`src/design/zwpt_ram.sv`:
```
// Generic single write port RAM with registered read.
// No dependencies.
`default_nettype none
module zwpt_ram #(
  parameter int WIDTH = 8,
  parameter int DEPTH = 16
) (
  input  wire logic                     clk,
  input  wire logic                     we,
  input  wire logic [$clog2(DEPTH)-1:0] waddr,
  input  wire logic [WIDTH-1:0]         wdata,
  input  wire logic [$clog2(DEPTH)-1:0] raddr,
  output logic      [WIDTH-1:0]         rdata
);
  logic [WIDTH-1:0] mem [DEPTH];

  always_ff @(posedge clk) begin
    if (we) begin
      mem[waddr] <= wdata;
    end
    rdata <= mem[raddr];
  end
endmodule
`default_nettype wire

```
`config.mk`:
```
export PLATFORM = sky130hd
export DESIGN_NAME = zwpt_ram
export DESIGN_NICKNAME = d
export VERILOG_FILES = /design/src/design/zwpt_ram.sv
export SDC_FILE = /design/constraint.sdc
export NUM_CORES = 1
export LEC_CHECK = 0
export BUFFER_PORTS_ARGS = -buffer_cell sky130_fd_sc_hd__buf_2
export CAP_MARGIN = 20
export CORE_MARGIN = 4
export CORE_UTILIZATION = 25
export DETAILED_ROUTE_END_ITERATION = 6
export PLACE_DENSITY_LB_ADDON = 0.25
export SLEW_MARGIN = 30
export SYNTH_ARGS = -nofsm -noshare
export SYNTH_HDL_FRONTEND = slang
export SYNTH_SLANG_ARGS = --single-unit
```
`constraint.sdc`:
```
create_clock -name clk -period 2.75 [get_ports clk]
set_input_delay 0.275 -clock clk [delete_from_list [all_inputs] [get_ports clk]]
set_output_delay 0.275 -clock clk [all_outputs]
set_load 0.005 [all_outputs]
```
### Word level (Yosys, flattened, before mapping)

Memory sizes are Yosys's and may differ from the RTL's. A register that Yosys moved wholly into a read port is not among the register bits.
Cells that the tools add are included.

| word-level totals | value |
|---|---|
| register bits | 0 |
| memory bits (writable) | 128 |
| bits of input ports | 18 |
| output and inout bits | 8 |
| word-level logic and storage cells | 3 |
| memories kept | 1 |

Memories:

| name | depth | bits a word | rd ports | clocked after Yosys merged registers in | write ports | line | text |
|---|---|---|---|---|---|---|---|
| mem | 16 | 8 | 1 | 1 | 1 | 15 | `logic [WIDTH-1:0] mem [DEPTH];` |

| operators by class | value |
|---|---|
| multiplexer cells | 2 |

Operator list:

| kind | number |
|---|---|
| $mux W1 | 2 |

### Logic depth before layout (Yosys ltp)

Gate-level depths: netlist (run 1).

| depth | value |
|---|---|
| word-level depth | 2 |
| gate-level depth with buffers | 5 |
| gate-level depth less buffers | 3 |

### Worst setup path after synthesis (run 1)

No wires, ideal clock.

| timing path | value |
|---|---|
| path type | input-to-reg |
| start | input waddr[2] |
| end | memory mem[0][0], enable pin |
| arrival time | 1.385 ns |
| data required time | 2.367 ns |
| slack | 0.982 ns |
| stages on the path | 2 |
| cells stage by stage | or3b_2 nor3_1 |

RTL lines:

| item | line | text |
|---|---|---|
| from (decl) | 10 | `input wire logic [$clog2(DEPTH)-1:0] waddr,` |
| to (decl) | 15 |  |

No word-level cell before the write port.

### Final worst setup path (run 1)

| timing path | value |
|---|---|
| start | input waddr[2] |
| end | memory mem[1][0], enable pin |

No word-level cell before the write port.

==> metrics, run 1 <==
clock power share=44.8%; largest net degree at the start of global routing=33; antenna violations before repair=0; Setup-failing EPs final=0; initial drt markers=173; Mapped Cells=229; crit start category=input pin; top cell type's share of synthesized area=74.67%; post-CTS setup buffer count=0; CP max stage delay=0.72 ns; combinational share of power=4.7%; Pint=3.720 mW; I/O Pins=26; total core area=20230 µm²; unrepaired setup endpoints after global routing=false; Hold Buf Count CTS=0; Hold Crit Class=input pin to flop; die area=22950 µm²; Final HPWL DP=7054 µm; CTS resizes=0; max-slew violations=0; Final Cycle Share=59.20%; Hold Violations, Final=0; DRT Pass-1 Iters=4; Initial Util=25.44%; sequential share of power=50.5%; CTS sink cnt=136; layout cells sized above 1=29.35%; Nets=298; first-pass GRT wire length=16810 µm; CTS tree=done; H-tree Lvls=4; status=finished clean; number of max-cap violations=0; dominant cells by area after synthesis=edfxtp_1, mux4_2, mux4_1; post-synthesis cell area=5147 µm²; NetSw=901.0 µW; Crit Path Class=input pin to flop; CTS Buffer Depth=2; worst-path maximum fanout=8; drt drc=0; Distinct cells, synth=19; Power Density=744.3 nW/µm²; # port buffers=25; cell taking the most area after synthesis=edfxtp_1; Vias=2406; clk root buf=clkbuf_16; Max-slew headroom=38.53%; Critical Path End Type=flop; Congestion Overflow GR=0; CP Buf/Inv Count=1; RePlAce Congestion=0.7191; Peak supply drop=0.0004530 V; Setup WS post-layout=1.122 ns; die height=151.5 µm; CP top delay family=simple AND/OR/NAND/NOR gates; routed wire length=11140 µm; Clock Skews=0.01016 ns; Area Overhead vs Synth=20.61%; Syn Nets=247; CP Data Required Time=2.78 ns; clock slew seen by the registers of the worst setup and hold paths=0.06 ns; vias per inst=4.274; Place WS=0.6368 ns; Sw Ratio=19.50%; worst skew pair latency=0.41 ns; Slew @ Worst Pin=0.9187 ns; Yosys reg bits=136; Rows=52; Yosys warnings=0; DR WL/cell=19.79 µm; die width=151.5 µm; total CTS buffers=17; f_max=614.3 MHz; Diodes inserted=0; CP Data Arrival Time=1.66 ns; cell leakage power=2.055 nW; vias in the first global route=2615; syn avg cell area=22.48 µm²; slowest cell on the critical path=nor2_1; Final TNS setup=0 ns; ANT nets after route=0; Seq/Total Area, Yosys=77.78%; fin crit period=1.628 ns; worst path cell trace=buf_2 > or3b_2 > nor2_1; Total Routing Usage GR=10.52%
==> kinds of logic after synthesis <==
family	Yosys count	synth area share [%]
flip-flops	136	77.78
AND/OR/NAND/NOR	35	3.184
multiplexers	32	15.02
AO/OA/AOI/OAI	16	2.334
buffers and inverters	10	1.677
==> placed cells by master (no fill, tap or decap) <==
cell       Yosys  layout
edfxtp_1     128     128
buf_2          3      25
mux4_2        18      18
clkbuf_16      0      17
a22oi_1       16      16
buf_4          1      16
mux4_1        14      14
nor2_1        13      12
nand2_1        9       9
clkbuf_1       0       8
dfxtp_1        8       8
nor3_1         4       4
clkbuf_8       0       3
clkinv_2       0       3
nand3b_1       2       2
nand2b_1       2       2
nor2b_1        1       1
and2_1         1       1
and2b_1        1       1
nand3_1        1       1
or3b_2         1       1
nor2_2         0       1
bufinv_16      0       1
buf_12         0       1
==> per-stage QoR <==
stage | util (%) | total power [mW] | cells | hold WS (ns) | instance area, µm²
2_1_floorplan | - | 2.489 | 229 | 0.3739 | 5147
3_3_place_gp | 27.99 | 2.594 | 531 | 0.6552 | 5664
3_5_place_dp | 27.99 | 2.597 | 531 | 0.6559 | 5664
4_1_cts | 30.67 | 4.668 | 563 | 0.2384 | 6206
5_1_grt | 30.68 | 4.806 | 563 | 0.2478 | 6208
6_report | 30.68 | 4.621 | 563 | 0.2468 | 6208
==> power by group through the flow <==
| stage | logic, mW | clock network [mW] | registers [mW] |
|---|---|---|---|
| after detailed placement | 0.220 | 0 | 2.38 |
| final | 0.216 | 2.07 | 2.33 |
| after CTS | 0.221 | 2.11 | 2.33 |
| after global placement | 0.218 | 0 | 2.38 |
| after floorplan | 0.118 | 0 | 2.37 |
| after global routing | 0.239 | 2.23 | 2.34 |
==> routing by layer <==
layer,wire [µm],global-route usage (%),up-vias
li1,-,-,1075
met1,5339,14.76,1246
met2,4974,15.20,76
met3,698,3.242,9
met4,127,4.313,0
met5,0,0,-
==> registers in the layout, indices dropped and copies added, names as in the netlist <==
name,cells
rdata,8
mem,128
==> final timing paths <==
path | from | endpoint | slack, ns | depth (start not counted)
setup reg to reg | mem[1][2]$_DFFE_PP_ | rdata[2]$_DFF_P_ | 1.32 | 3
hold / removal | wdata[6] | mem[2][6]$_DFFE_PP_ | 0.25 | 1
hold reg to reg | mem[14][3]$_DFFE_PP_ | rdata[3]$_DFF_P_ | 0.66 | 3
setup / recovery | waddr[2] | mem[1][0]$_DFFE_PP_ | 1.12 | 3
==> worst register-to-register path: stages (launching register included) <==
cell      delay (ns)
edfxtp_1        0.34
mux4_1          0.52
a22oi_1         0.30
nand2_1         0.14
==> layout make-up <==
type / count / area (µm²)
multi-input cells: 83 / 1060
clock buffers: 28 / 496.7
well taps: 270 / 337.8
repair buffers: 42 / 265.3
flip-flops and latches: 136 / 4004
clock inverters: 4 / 45.04
fillers: 1939 / 14030
==> Yosys cell counts, drive strengths merged <==
cell type / instances
clkdlybuf4s25: 3
mux4: 32
dfxtp: 8
nor3: 4
nand2b: 2
and2b: 1
edfxtp: 128
nand3: 1
nand2: 9
or3b: 1
a22oi: 16
nand3b: 2
buf: 7
nor2: 13
and2: 1
nor2b: 1
Note: power is estimated with default switching activity, not from simulation.
==> run 2: changes to the inputs <==
--- a/config.mk
+++ b/config.mk
@@ -5,6 +5,7 @@
 export SDC_FILE = /design/constraint.sdc
 export NUM_CORES = 1
 export LEC_CHECK = 0
+export ABC_AREA = 1
 export BUFFER_PORTS_ARGS = -buffer_cell sky130_fd_sc_hd__buf_2
 export CAP_MARGIN = 20
 export CORE_MARGIN = 4
==> constraint.sdc (replaced) <==
create_clock -name clk -period 1.3 [get_ports clk]
set_input_delay 0.13 -clock clk [delete_from_list [all_inputs] [get_ports clk]]
set_output_delay 0.13 -clock clk [all_outputs]
set_load 0.005 [all_outputs]
==> metrics, run 2 <==
status=finished clean; multi-input logic area=1214 µm²; DR WL/cell=15.66 µm; Distinct cells, synth=12; max FFs per register=128; clock power share=45.1%; leading cell types in the layout, fill and taps excluded=nand2_1, edfxtp_1, inv_1, nand3_1, buf_2; Max-slew headroom=70.81%; Place WS=0.07776 ns; post-synthesis cell area=5767 µm²; commonest non-fill, non-tap cell in the layout=nand2_1; Peak supply drop=0.0006133 V; H-tree Lvls=4; max-slew violations=0; syn avg cell area=10.47 µm²; worst skew pair latency=0.42 ns; antenna violations before repair=0; ANT nets after route=0; Clock Skews=0.006307 ns; drt drc=0; clock slew seen by the registers of the worst setup and hold paths=0.06 ns; cell leakage power=2.957 nW; CTS tree=done; Total Routing Usage GR=11.56%; worst path cell trace=buf_2; Yosys reg bits=136; combinational share of power=6.2%; CP Buf/Inv Count=1; die height=159.9 µm; unrepaired setup endpoints after global routing=false; Most flops, register=mem; RePlAce Congestion=0.7894; hold path startpoint=raddr[3]; f_max=971.0 MHz; FILL cells=2295; Final HPWL DP=9185 µm; clk root buf=clkbuf_16; Area Overhead vs Synth=19.61%; ys async rst share=0%; CTS resizes=0; Rows=55; Post-synth EDFFs=128; top cell type's share of synthesized area=66.65%; Final TNS setup=0 ns; routed wire length=14030 µm; total core area=22640 µm²; I/O Pins=26; fin crit period=1.030 ns; CP max stage delay=0.35 ns; Setup WS post-layout=0.2701 ns; total CTS buffers=17; crit start category=flop; Vias=3799; DRT Pass-1 Iters=7; post-CTS setup buffer count=0; vias per inst=4.240; Regs by FF count=mem (128), rdata (8); Nets=616; CTS sink cnt=136; Crit Path Class=flop to output port; Seq/Total Area, Yosys=69.43%; # port buffers=25; initial drt markers=257; Slew @ Worst Pin=0.4378 ns; CP top delay family=flip-flops; NetSw=2.178 mW; Hold Crit Class=input pin to flop; vias in the first global route=3851; Pint=7.945 mW; layout cells sized above 1=13.75%; cell taking the most area after synthesis=edfxtp_1; largest net degree at the start of global routing=33; FF-to-FF Start=mem[5][0]$_DFFE_PP_; number of max-cap violations=0; Diodes inserted=0; CTS Buffer Depth=2; die width=159.9 µm; CP Data Arrival Time=0.90 ns; Yosys warnings=0; Most used DFF post-synth=edfxtp_1; Setup-failing EPs final=0; die area=25560 µm²; Hold Violations, Final=0; Critical Path End Type=output port; Initial Util=25.47%; Synth top cells by count=nand2_1, edfxtp_1, inv_1; Hold Buf Count CTS=0; worst-path maximum fanout=1; Power Density=1468 nW/µm²; FF+latch area=4004 µm²; first-pass GRT wire length=22040 µm; Syn Nets=569; CP Data Required Time=1.17 ns; Sw Ratio=21.51%; sequential share of power=48.7%; slowest cell on the critical path=dfxtp_1; CP startpoint=rdata[1]$_DFF_P_; Mapped Cells=551; Final Cycle Share=79.22%; total power=10.12 mW; Congestion Overflow GR=0; dominant cells by area after synthesis=edfxtp_1, nand2_1, nand3_1; most frequent cell after synthesis=nand2_1
[run 2: cells by family after synthesis]
family	after synthesis	synth area share, %
flip-flops	136	69.43
buffers and inverters	126	9.525
AND/OR/NAND/NOR	289	21.05
[run 2: final timing paths]
check                          end  slack [ns]  cells past startpoint
setup / recovery          rdata[1]        0.27                      1
hold / removal    rdata[0]$_DFF_P_        0.07                      3
setup reg to reg  rdata[0]$_DFF_P_        0.28                      6
hold reg to reg   rdata[3]$_DFF_P_        0.67                      6
[run 2: per-stage QoR]
step / area [µm²] / hold slack, ns / std cells / utilization (%)
after floorplan: 5767 / 0.2289 / 551 / -
after global placement: 6322 / 0.5040 / 864 / 27.92
after detailed placement: 6322 / 0.4992 / 864 / 27.92
after CTS: 6898 / 0.05251 / 896 / 30.47
after global routing: 6898 / 0.06232 / 896 / 30.47
final: 6898 / 0.07102 / 896 / 30.47
[run 2: cell type report]
class | count | share of cell area [%]
flip-flops and latches | 136 | 58.04
multi-input cells | 289 | 17.59
clock buffers | 25 | 7.800
inverters | 102 | 5.551
repair buffers | 52 | 5.297
well taps | 285 | 5.170
clock inverters | 7 | 0.5442
[run 2: power groups by stage]
stage	registers [mW]	logic, mW	clock network [mW]
2_1_floorplan	5.02	0.346	0
3_3_place_gp	5.02	0.643	0
3_5_place_dp	5.02	0.642	0
4_1_cts	4.93	0.646	4.68
5_1_grt	4.94	0.706	4.91
6_report	4.93	0.630	4.56
[run 2: routing by layer]
metal / vias up / global-route usage, % / wire length [µm] / share of wire [%]
li1: 1868 / - / - / -
met1: 1829 / 15.29 / 6483 / 46
met2: 89 / 18.40 / 6602 / 47
met3: 13 / 2.968 / 759 / 5.4
met4: 0 / 4.224 / 188 / 1.3
met5: - / 0 / 0 / 0
